`config.mk`:
```
export PLATFORM = sky130hd
export DESIGN_NAME = rmfp_ram
export DESIGN_NICKNAME = d
export VERILOG_FILES = /design/src/design/rmfp_ram.sv
export SDC_FILE = /design/constraint.sdc
export NUM_CORES = 2
export LEC_CHECK = 0
export BUFFER_PORTS_ARGS = -buffer_cell sky130_fd_sc_hd__buf_2
export CAP_MARGIN = 20
export CORE_UTILIZATION = 55
export DETAILED_ROUTE_END_ITERATION = 10
export GPL_TIMING_DRIVEN = 0
export PLACE_DENSITY = 0.77
export SKIP_CTS_REPAIR_TIMING = 1
export SYNTH_ARGS = -nofsm -noshare
export SYNTH_HDL_FRONTEND = slang
export SYNTH_SLANG_ARGS = --single-unit
```
`constraint.sdc`:
```
create_clock -name i_clk -period 5.25 [get_ports i_clk]
set_input_delay 0.525 -clock i_clk [delete_from_list [all_inputs] [get_ports i_clk]]
set_output_delay 0.525 -clock i_clk [all_outputs]
set_load 0.02 [all_outputs]
```
`src/design/rmfp_ram.sv`:
```
module rmfp_ram #(
    parameter int WIDTH = 8,
    parameter int DEPTH = 256
) (
    input  logic                     i_clk,
    input  logic                     i_we,
    input  logic [$clog2(DEPTH)-1:0] i_addr,
    input  logic [WIDTH-1:0]         i_wdata,
    output logic [WIDTH-1:0]         o_rdata
);

    logic [WIDTH-1:0] r_mem [DEPTH];
    logic [WIDTH-1:0] r_rdata;

    always_ff @(posedge i_clk) begin
        if (i_we) begin
            r_mem[i_addr] <= i_wdata;
        end
        r_rdata <= r_mem[i_addr];
    end

    assign o_rdata = r_rdata;

endmodule

```
# Word level (Yosys, flattened, before mapping)

Memory sizes are Yosys's and may differ from the RTL's. A register that Yosys moved wholly into a read port is not among the register bits.
Cells that the tools add are included.

Bits of input ports: 18
Memories: 1
Output and inout bits: 8
Register bits after elaboration: 0
Word-level logic and storage cells: 3
RAM bits: 2048

Memories:

| memory | depth | width | read ports | clocked after memory_dff | write ports | RTL line | RTL |
|---|---|---|---|---|---|---|---|
| r_mem  | 256   | 8     | 1          | 1                        | 1           | 12       | `logic [WIDTH-1:0] r_mem [DEPTH];` |

Multiplexer cells: 2

Operators by type and width:

| kind             | count |
|---|---|
| 2-to-1 mux 1 bit | 2 |

# Longest topological paths before layout

Depth after elaboration: 2
Gate-level depth with buffers: 10
Depth with buffers taken out: 5

# Worst setup path before layout

Ideal clock, no wire load.

Path kind: input-to-reg
From: input i_addr[1]
To: memory r_mem[111][0] (enable)
Library setup time: 0.370 ns
Required time: 4.880 ns
Slack: 2.506 ns
Data arrival time: 2.374 ns
Stages on the path: 9
Cell sequence: buf_2 > clkbuf_1 > clkbuf_1 > nand2_1 > buf_2 > nor2_1 > nand2_1 > clkbuf_1 > nor2_1

RTL lines:

| what               | RTL line | RTL |
|---|---|---|
| start: declaration | 7        | `input logic [$clog2(DEPTH)-1:0] i_addr,` |
| end: declaration   | 12       |  |

No word-level cell before the write port.

==> run_results.csv <==
group,metric,value,unit
timing,slew_headroom,19.9,%
global_routing,grt_usage,28.4,%
global_routing,grt-ovfl-total,0,
logic_synthesis,ys_types,22,
global_routing,globalRouteMet3Util,9.47,%
timing,hold_violations,0,
detailed_routing,ant_nets,0,
worst_hold_path,min_path_type,"primary input to register",
critical_path,r2r_slack,1.49,ns
logic_synthesis,syn_area,78500,µm²
timing,min_period,4.86,ns
floorplanning,die_w,380,µm
global_routing,grt_pass1_vias,39700,
placement,hpwl,128000,µm
logic_synthesis,ys_warn_count,0,
timing,drv_slew,0,
floorplanning,io_pins,26,
detailed_routing,drc_errors,0,
global_routing,use_met2,42.8,%
floorplanning,start_util,55.4,%
timing,setup_tns,0,ns
detailed_routing,dr.pass1.iters,9,
logic_synthesis,netlist_instances,3547,
detailed_routing,vias,40400,
layout,layout_common_cells,"edfxtp_1, mux4_2, a22oi_1",
global_routing,top_usage_layer,"met2",
logic_synthesis,syn-num-nets,3565,
timing,finClkSkew,0.0353,ns
timing,rsz0062_at_grt,"false",
layout,fill_cells,9275,
critical_path,cp.required,5.77,ns
clock_tree,cts_root_buffer,"clkbuf_16",
critical_path,cp-start-kind,"primary input",
clock_tree,numCtsBuffers,191,
pwr,p_int,26.3,mW
pwr,power.density,381,nW/µm²
floorplanning,die_y,380,µm
layout,fin_cells,5861,
layout,syn2layout_area_growth,11.7,%
timing,fmax,206,MHz
logic_synthesis,avgSynthCellArea,22.1,µm²
status,status,"finished, final reports clean",
global_routing,antenna_found_initial,11,
clock_tree,insertion_delay,0.85,ns
placement,portBuffers,21,
clock_tree,htree_levels,4,
pwr,leakage,26.6,nW
timing,holdWs,0.169,ns
global_routing,grt_max_degree,153,
critical_path,worstSetupPathType,"primary input to register",
logic_synthesis,ys_seq_area_share,78.6,%
layout,final_common_cell,"edfxtp_1",
critical_path,cp-end-kind,"register",
global_routing,grt_use_met1,37.1,%
layout,fin_nets,3820,
pwr,p_comb_share,5.0,%
clock_tree,cts_tree,"yes",
pwr,seq_power_share,54.1,%
timing,period_share,92.6,%
clock_tree,clk_pin_slew,0.06,ns
timing,post-route-worst-setup-slack,0.387,ns
logic_synthesis,ys_ff_latch,2056,
timing,setup-violations-final,0,
floorplanning,core-area,142000,µm²
pwr,worst_ir_drop_vdd,0.341,mV
critical_path,r2r_cells,5,
run,drv_cap,0,
worst_hold_path,worstHoldStart,"i_wdata[6]",
clock_tree,numClockSinks,2056,
detailed_routing,drtIter0Drc,6499,
detailed_routing,routedWlPerCell,34.9,µm
floorplanning,rows,138,
critical_path,r2r_start,"r_mem[236][6]",
worst_hold_path,hold_depth,1,
placement,dpl_worst_slack,-0.0533,ns
pwr,power_switching_share,21.5,%
floorplanning,dieArea,144000,µm²
critical_path,reg2reg_to,"o_rdata[6]",
global_routing,grt_pass1_wl,287000,µm
timing,tightest_slew,1.19,ns
detailed_routing,vias_per_cell,6.90,
pwr,p_switching,7.18,mW
placement,placed_cells,5493,
critical_path,worstPathArrival,5.38,ns
worst_hold_path,hold_path_end,"r_mem[123][6]",
placement,place_congestion,0.983,
critical_path,cp_max_fo,10,
layout,layout-drive-gt1-share,23.6,%
clock_tree,clk_path_buf_depth,3,
detailed_routing,drt_wl_total,204000,µm
pwr,power.share.clock,40.9,%
## final cells by class
type	count	area [µm²]	area share, %
buffer	232	1120	1.27
inverter	1	3.75	0.00428
timing repair buffer	62	641	0.731
sequential	2056	61700	70.3
clock inverter	116	1030	1.18
antenna	6	15.0	0.0171
clock buffer	240	5100	5.82
tap	1890	2360	2.70
multi-input combinational	1258	15700	18.0
## logic make-up (layout without fill, tap and decap cells)
logic type | after synthesis | in the layout | synth area share [%]
buffers and inverters | 233 | 651 | 1.40
other | 0 | 6 | 0
DFF | 2056 | 2056 | 78.6
AOI/OAI and AO/OA | 416 | 416 | 3.62
muxes | 512 | 512 | 14.7
and+or+nand+nor | 330 | 330 | 1.73
## power by group through the flow
stage / logic (mW) / clock network, mW / registers, mW
6_report: 1.66 / 13.7 / 18.1
5_1_grt: 1.69 / 14.3 / 18.1
4_1_cts: 1.61 / 13.7 / 18.1
3_5_place_dp: 1.59 / 0 / 18.5
3_3_place_gp: 1.52 / 0 / 18.5
2_1_floorplan: 0.804 / 0 / 18.5
## worst max-delay path: stages
cell and delay, ns:
buf_2 0.25, clkbuf_1 0.84, clkbuf_1 0.77, mux4_2 0.44
a22oi_1 0.52, a21oi_1 0.38, o41ai_1 1.01, nand4_1 0.61
## synth_stat cells
library cell	n	area [µm²]
edfxtp_1	2048	61500
mux4_2	512	11500
a22oi_1	256	1920
nor2_1	232	871
clkbuf_1	145	544
a21oi_1	128	641
buf_2	36	180
o41ai_1	32	280
nor3_1	30	150
nand2_1	28	105
buf_1	19	71.3
buf_4	16	120
buf_6	16	180
nand3_1	13	65.1
dfxtp_1	8	160
nand4_1	8	50.1
nor2b_1	7	43.8
nand2b_1	6	37.5
and2_1	3	18.8
or2_2	2	12.5
inv_1	1	3.75
or3_1	1	6.26
## layer usage
layer	vias up	wire (µm)
met5	-	336
met4	19	12400
met3	713	27900
met2	3325	94000
met1	20800	69600
li1	15600	-
## registers in the layout, indices dropped and copies added (netlist names)
name,count
r_mem,2048
o_rdata,8
## through the flow
step	power [mW]	util [%]	area [µm²]
6_report	33.4	61.9	87700
3_5_place_dp	20.0	57.5	81500
4_1_cts	33.4	61.9	87600
5_1_grt	34.1	61.9	87700
3_3_place_gp	20.0	57.2	81000
2_1_floorplan	19.3	-	78500
## how the worst max path moves through the flow
stage | startpoint | end | slack [ns]
after global placement | i_addr[3] | r_mem[112][5] | -0.25
after global routing | i_addr[1] | o_rdata[6] | 0.68
final | i_addr[1] | o_rdata[6] | 0.39
after CTS | i_addr[3] | r_mem[255][0] | 0.75
after floorplan | i_addr[1] | r_mem[111][0] | 2.51
after detailed placement | i_addr[3] | r_mem[190][2] | -0.05
Note: power is estimated with default switching activity, not from simulation.
