File: src/design/rmfp_pkg.sv
package rmfp_pkg;

    localparam int MAX_WIDTH   = 256;
    localparam int MAX_HEIGHT  = 256;
    localparam int STORE_BYTES = 8192;

    localparam int AW   = $clog2(STORE_BYTES);
    localparam int CNTW = $clog2(STORE_BYTES + 1);

    localparam int GW   = 9;
    localparam int LW   = 11;
    localparam int CW   = 12;
    localparam int RBW  = 7;
    localparam int FAW  = 20;

    localparam int S_TDATA_W  = 56;
    localparam int S_TUSER_W  = 3;
    localparam int M_TDATA_W  = 8;
    localparam int M_TUSER_W  = 1;
    localparam int CFG_IDX_W  = 2;
    localparam int CFG_DATA_W = 9;

    localparam logic [7:0] MASK_MSB = 8'h80;

    localparam logic [CFG_IDX_W-1:0] CFG_ROTATION = 2'd0;
    localparam logic [CFG_IDX_W-1:0] CFG_WIDTH    = 2'd1;
    localparam logic [CFG_IDX_W-1:0] CFG_HEIGHT   = 2'd2;

    localparam logic [1:0] ROT_0   = 2'd0;
    localparam logic [1:0] ROT_90  = 2'd1;
    localparam logic [1:0] ROT_180 = 2'd2;
    localparam logic [1:0] ROT_270 = 2'd3;

    typedef enum logic [1:0] {
        CMD_CLEAR = 2'd0,
        CMD_PLOT  = 2'd1,
        CMD_BLIT  = 2'd2,
        CMD_READ  = 2'd3
    } t_cmd;

    typedef struct packed {
        logic [AW-1:0] addr;
        logic [7:0]    mask;
        logic          drop;
    } t_map;

    typedef struct packed {
        logic [GW-1:0]  eff_h;
        logic [RBW-1:0] rb;
    } t_geom;

endpackage

File: src/design/rmfp_pixel_map.sv
module rmfp_pixel_map (
    input  logic [1:0]              i_rotation,
    input  logic [rmfp_pkg::GW-1:0] i_width,
    input  logic [rmfp_pkg::GW-1:0] i_height,
    input  logic [rmfp_pkg::LW-1:0] i_lx,
    input  logic [rmfp_pkg::LW-1:0] i_ly,
    output rmfp_pkg::t_map          o_map,
    output rmfp_pkg::t_geom         o_geom
);
    import rmfp_pkg::*;

    localparam logic [CW-1:0]  MAXW_C  = CW'(MAX_WIDTH);
    localparam logic [CW-1:0]  MAXH_C  = CW'(MAX_HEIGHT);
    localparam logic [FAW-1:0] STORE_C = FAW'(STORE_BYTES);

    logic [CW-1:0]        w_ext;
    logic [CW-1:0]        h_ext;
    logic [CW-1:0]        w_sat;
    logic [CW-1:0]        h_sat;
    logic [GW-1:0]        eff_w;
    logic [GW-1:0]        eff_h;
    logic [GW:0]          w_round;
    logic [RBW-1:0]       rb;
    logic signed [CW-1:0] ws;
    logic signed [CW-1:0] hs;
    logic signed [CW-1:0] lxs;
    logic signed [CW-1:0] lys;
    logic signed [CW-1:0] rb8s;
    logic signed [CW-1:0] px;
    logic signed [CW-1:0] py;
    logic                 off_frame;
    logic [FAW-1:0]       row_base;
    logic [FAW-1:0]       addr_full;

    always_comb begin
        w_ext   = {{(CW-GW){1'b0}}, i_width};
        h_ext   = {{(CW-GW){1'b0}}, i_height};
        w_sat   = (w_ext > MAXW_C) ? MAXW_C : w_ext;
        h_sat   = (h_ext > MAXH_C) ? MAXH_C : h_ext;
        eff_w   = w_sat[GW-1:0];
        eff_h   = h_sat[GW-1:0];
        w_round = {1'b0, eff_w} + (GW+1)'(7);
        rb      = w_round[GW:3];

        ws   = $signed({{(CW-GW){1'b0}}, eff_w});
        hs   = $signed({{(CW-GW){1'b0}}, eff_h});
        lxs  = $signed({{(CW-LW){1'b0}}, i_lx});
        lys  = $signed({{(CW-LW){1'b0}}, i_ly});
        rb8s = $signed({{(CW-RBW-3){1'b0}}, rb, 3'b000});

        case (i_rotation)
            ROT_0: begin
                px = lxs;
                py = hs - lys - CW'(1);
            end
            ROT_90: begin
                px = ws - lys - CW'(1);
                py = hs - lxs - CW'(1);
            end
            ROT_180: begin
                px = ws - lxs - CW'(1);
                py = lys;
            end
            default: begin
                px = lys;
                py = lxs;
            end
        endcase

        off_frame = (px < 0) || (py < 0) || (px >= rb8s) || (py >= hs);
        row_base  = FAW'(py[CW-2:0]) * FAW'(rb);
        addr_full = FAW'(px[CW-2:3]) + row_base;

        o_map.drop = off_frame || (addr_full >= STORE_C);
        o_map.addr = addr_full[AW-1:0];
        o_map.mask = MASK_MSB >> px[2:0];

        o_geom.eff_h = eff_h;
        o_geom.rb    = rb;
    end

endmodule
File: config.mk
export PLATFORM = sky130hd
export DESIGN_NAME = rmfp_pixel_map
export DESIGN_NICKNAME = d
export VERILOG_FILES = /design/src/design/rmfp_pkg.sv /design/src/design/rmfp_pixel_map.sv
export SDC_FILE = /design/constraint.sdc
export NUM_CORES = 1
export LEC_CHECK = 0
export BUFFER_PORTS_ARGS = -buffer_cell sky130_fd_sc_hd__buf_4
export CAP_MARGIN = 20
export CORE_ASPECT_RATIO = 0.6
export CORE_UTILIZATION = 45
export DETAILED_ROUTE_END_ITERATION = 8
export PLACE_DENSITY = 0.71
export SYNTH_ARGS = -nofsm -noshare
export SYNTH_HDL_FRONTEND = slang
export SYNTH_SLANG_ARGS = --single-unit
File: constraint.sdc
create_clock -name vclk -period 28.1
set_clock_uncertainty 0.2 [all_clocks]
set_input_delay 7.025 -clock vclk [all_inputs]
set_output_delay 7.025 -clock vclk [all_outputs]
set_load 0.005 [all_outputs]
# [Word level (Yosys, flattened, before mapping)]
# Cells that the tools add are included.
[classes] order_cmp=7 shifts=1 mux=4 mul=1 addsub=10 n_eq_ne=2 reduce_logical=5
[op_table] operator="$pmux W12 S3" n=2
[op_table] operator="$sub A12 B2 Y12 const B" n=4
[op_table] operator="$sub A9 B11 Y12" n=4
[op_table] operator="$lt A12 B1 Y1 const B" n=2
[op_table] operator="$add A8 B18 Y19" n=1
[op_table] operator="$ge A19 B14 Y1 const B" n=1
[op_table] operator="$gt A9 B9 Y1 const B" n=2
[op_table] operator="$mul A11 B7 Y18" n=1
[op_table] operator="$mux W9" n=2
[op_table] operator="$ge A12 B10 Y1" n=1
[op_table] operator="$ge A12 B11 Y1" n=1
[op_table] operator="$add A9 B3 Y10 const B" n=1
[op_table] operator="$shr A8 B3 Y8 const A" n=1
[op_table] operator="$logic_or A1 B1 Y1" n=4
[op_table] operator="$eq A2 B1 Y1 const B" n=1
[op_table] operator="$eq A2 B2 Y1 const B" n=1
[op_table] operator="$logic_not A2 Y1" n=1
[word_totals] in_bits=42 register_bits=0

# [Depth between registers and ports, before layout]
[depth] ltp_word=10 depth_mapped=30 depth_no_buf=29

# [Worst setup path before layout]
# Ideal clock, no wire load.
[synth_path] path_type="input port to output port" startpoint="input i_height[8] (netlist name)" endpoint="output o_map[0] (netlist name)" arrival_time_ns=13.060 path_buffers=1 slack_ns=7.815 required_time_ns=20.875 path_stages=28 cell_sequence="clkinv_1 nand2_1 inv_1 fa_1 a211oi_2 o21ai_1 a31oi_1 nor2b_1 o21bai_1 a221oi_1 a211oi_2 nor2_1 fa_1 inv_1 fa_1 fa_1 fa_1 inv_1 ha_1 buf_2 o21ai_0 o21ai_0 a21o_1 a311oi_1 mux2i_1 a21boi_0 and4_1 nand4_1"
[synth_rtl] item="start: declaration" line="rmfp_pixel_map.sv:4" source="input logic [rmfp_pkg::GW-1:0] i_height,"
[synth_rtl] item="end: declaration" line="rmfp_pixel_map.sv:7" source="output rmfp_pkg::t_map o_map,"

==> reports/qor.yml <==
power.leakage_nw: 3.432
status: "completed"
wire_per_inst_um: 18.18
crit_top_cell: "fa_1"
yosysTopAreaCell: "ha_1"
finalSetupTns_ps: 0
place_inst: 1011
setup_violations: 0
io_buffers: 79
gp_congestion: 0.9479
required_ps: 20880
tightest_slew_ps: 940.8
fmax_mhz: 46.12
hold_viol: 0
io_pins: 80
start_util_pct: 47.48
worstHoldPathType: "primary input to primary output"
period_needed_ps: 21680
diodes: 0
cp_slowest_cell: "a2111oi_0"
p_total_w: 0.0004301
antenna_found_initial: 0
nets: 1044
nFillCells: 1211
gr-usage-all-layers_pct: 28.28
synth_commonest_cells: "inv_1, ha_1, nor2_1"
grt_pass1_vias: 5453
routed_wl_um: 18380
p_per_area_nw_per_um2: 64.64
drv_slew: 0
crit_type: "primary input to primary output"
holdBufCountCts: 0
hold_depth: 2
worst_hold_slack_ps: 14100
vdd_ir_drop_max_v: 0.00004549
nClkBuffers: 0
die-area_um2: 13570
viasPerCell: 5.718
grt_max_degree: 47
drtAntennaViolNets: 0
die_w_um: 149.7
cp.arrival_ps: 14460
seq_cells: 0
std_cell_rows: 31
start_kind: "primary input"
slowest_delay_ps: 730
drive_above_1_share_pct: 12.06
synth_cell_types: 67
synth_top_area_share_pct: 20.81
coreArea_um2: 12410
rsz0062_at_grt: "false"
yosysMostFrequentCell: "inv_1"
slew_headroom_pct: 37.28
dr_total_vias: 5781
ctsResizeCount: 0
syn2layout_area_growth_pct: 12.91
cts_setup_buffers: 0
drc: 0
avgSynthCellArea_um2: 7.634
whs_endpoint: "o_geom[15]"
grt_remaining_overflow: 0
stdcell_count: 1011
endpoint_kind: "primary output"
dp_hpwl_um: 16090
synth.area.top_cells: "ha_1, fa_1, inv_1"
seq_area_frac_synth_pct: 0
crit_path_max_fanout: 9
die_y_um: 90.64
dr.pass1.iters: 5
finalCritPeriodShare_pct: 77.16
grt_pass1_wl_um: 29650
seqCellArea_um2: 0
max-cap-violations: 0
worstHoldStart: "i_height[8]"
yosysWarnings: 0
first_iter_violations: 507
syn_area_um2: 5893
netlist_instances: 772
cells in the final DEF (no fill, tap or decap), types with 4 or more instances in the layout:
| master | count |
|---|---|
| o22ai_1 | 4 |
| a211oi_2 | 4 |
| o31ai_1 | 4 |
| inv_1 | 129 |
| nand2_1 | 47 |
| mux2i_1 | 4 |
| mux4_2 | 11 |
| nand3_1 | 12 |
| nor2_1 | 92 |
| nand4_1 | 4 |
| o21ai_0 | 41 |
| clkinv_1 | 4 |
| buf_4 | 79 |
| or3_1 | 6 |
| a21o_1 | 15 |
| o21bai_1 | 6 |
| xnor2_1 | 21 |
| a31oi_1 | 7 |
| a211oi_1 | 14 |
| nor2b_1 | 25 |
| o211ai_1 | 6 |
| fa_1 | 56 |
| o21a_1 | 13 |
| and2_1 | 9 |
| nand2b_1 | 15 |
| a21oi_1 | 35 |
| ha_1 | 98 |
| and3_1 | 4 |
| nor3_1 | 12 |
| xor2_1 | 11 |
| conb_1 | 14 |
| nor4_1 | 4 |
per-stage QoR:
step	util, %	instance area, µm²	setup slack [ps]
CTS	53.61	6654	6535
detailed placement	53.61	6654	6553
floorplan	-	5938	7815
global route	53.61	6654	5892
finish	53.61	6654	6417
global placement	53.61	6654	6775
how the worst max path moves through the flow:
stage / from / endpoint / slack (ps) / cells past startpoint
global route: i_height[8] / o_map[0] / 5890 / 28
global placement: i_height[8] / o_map[0] / 6770 / 28
detailed placement: i_height[8] / o_map[0] / 6550 / 28
floorplan: i_height[8] / o_map[0] / 7810 / 28
finish: i_height[8] / o_map[0] / 6420 / 28
CTS: i_height[8] / o_map[0] / 6540 / 28
critical path: cells and delay by family:
kind | cells | cell delay, ps
compound gates | 9 | 2580
mux | 1 | 220
buf+inv | 6 | 760
simple gates | 6 | 930
fa+ha+maj | 6 | 2950
routing by layer:
layer	vias to the layer above	GRT usage [%]	wire (µm)	share of wire [%]
met4	0	2.609	145	0.79
met3	12	12.17	2981	16
met2	343	35.46	6381	35
met1	2651	44.32	8874	48
met5	-	0	0	0
li1	2775	-	-	-
area by class of cell:
type | instances | area, µm² | area share [%]
multi-input combinational | 634 | 5355 | 80.48
timing repair buffer | 79 | 593.1 | 8.913
tap | 165 | 206.4 | 3.103
inverter | 133 | 499.2 | 7.503
power breakdown:
| part | switching, W | total (W) | internal, W |
|---|---|---|---|
| Combinational | 0.000233 | 0.000430 | 0.000197 |
| Clock | 0 | 0 | 0 |
| Sequential | 0 | 0 | 0 |
cell families after synthesis:
| group | after synthesis | synth area share, % |
|---|---|---|
| other | 2 | 0.1274 |
| muxes | 18 | 5.711 |
| and+or+nand+nor | 240 | 19.64 |
| xor gates and xnor gates | 33 | 5.032 |
| AOI/OAI and AO/OA | 175 | 19.77 |
| adders and majority gates | 154 | 39.83 |
| buffers and inverters | 150 | 9.894 |
Power figures use the tool's default switching activity.
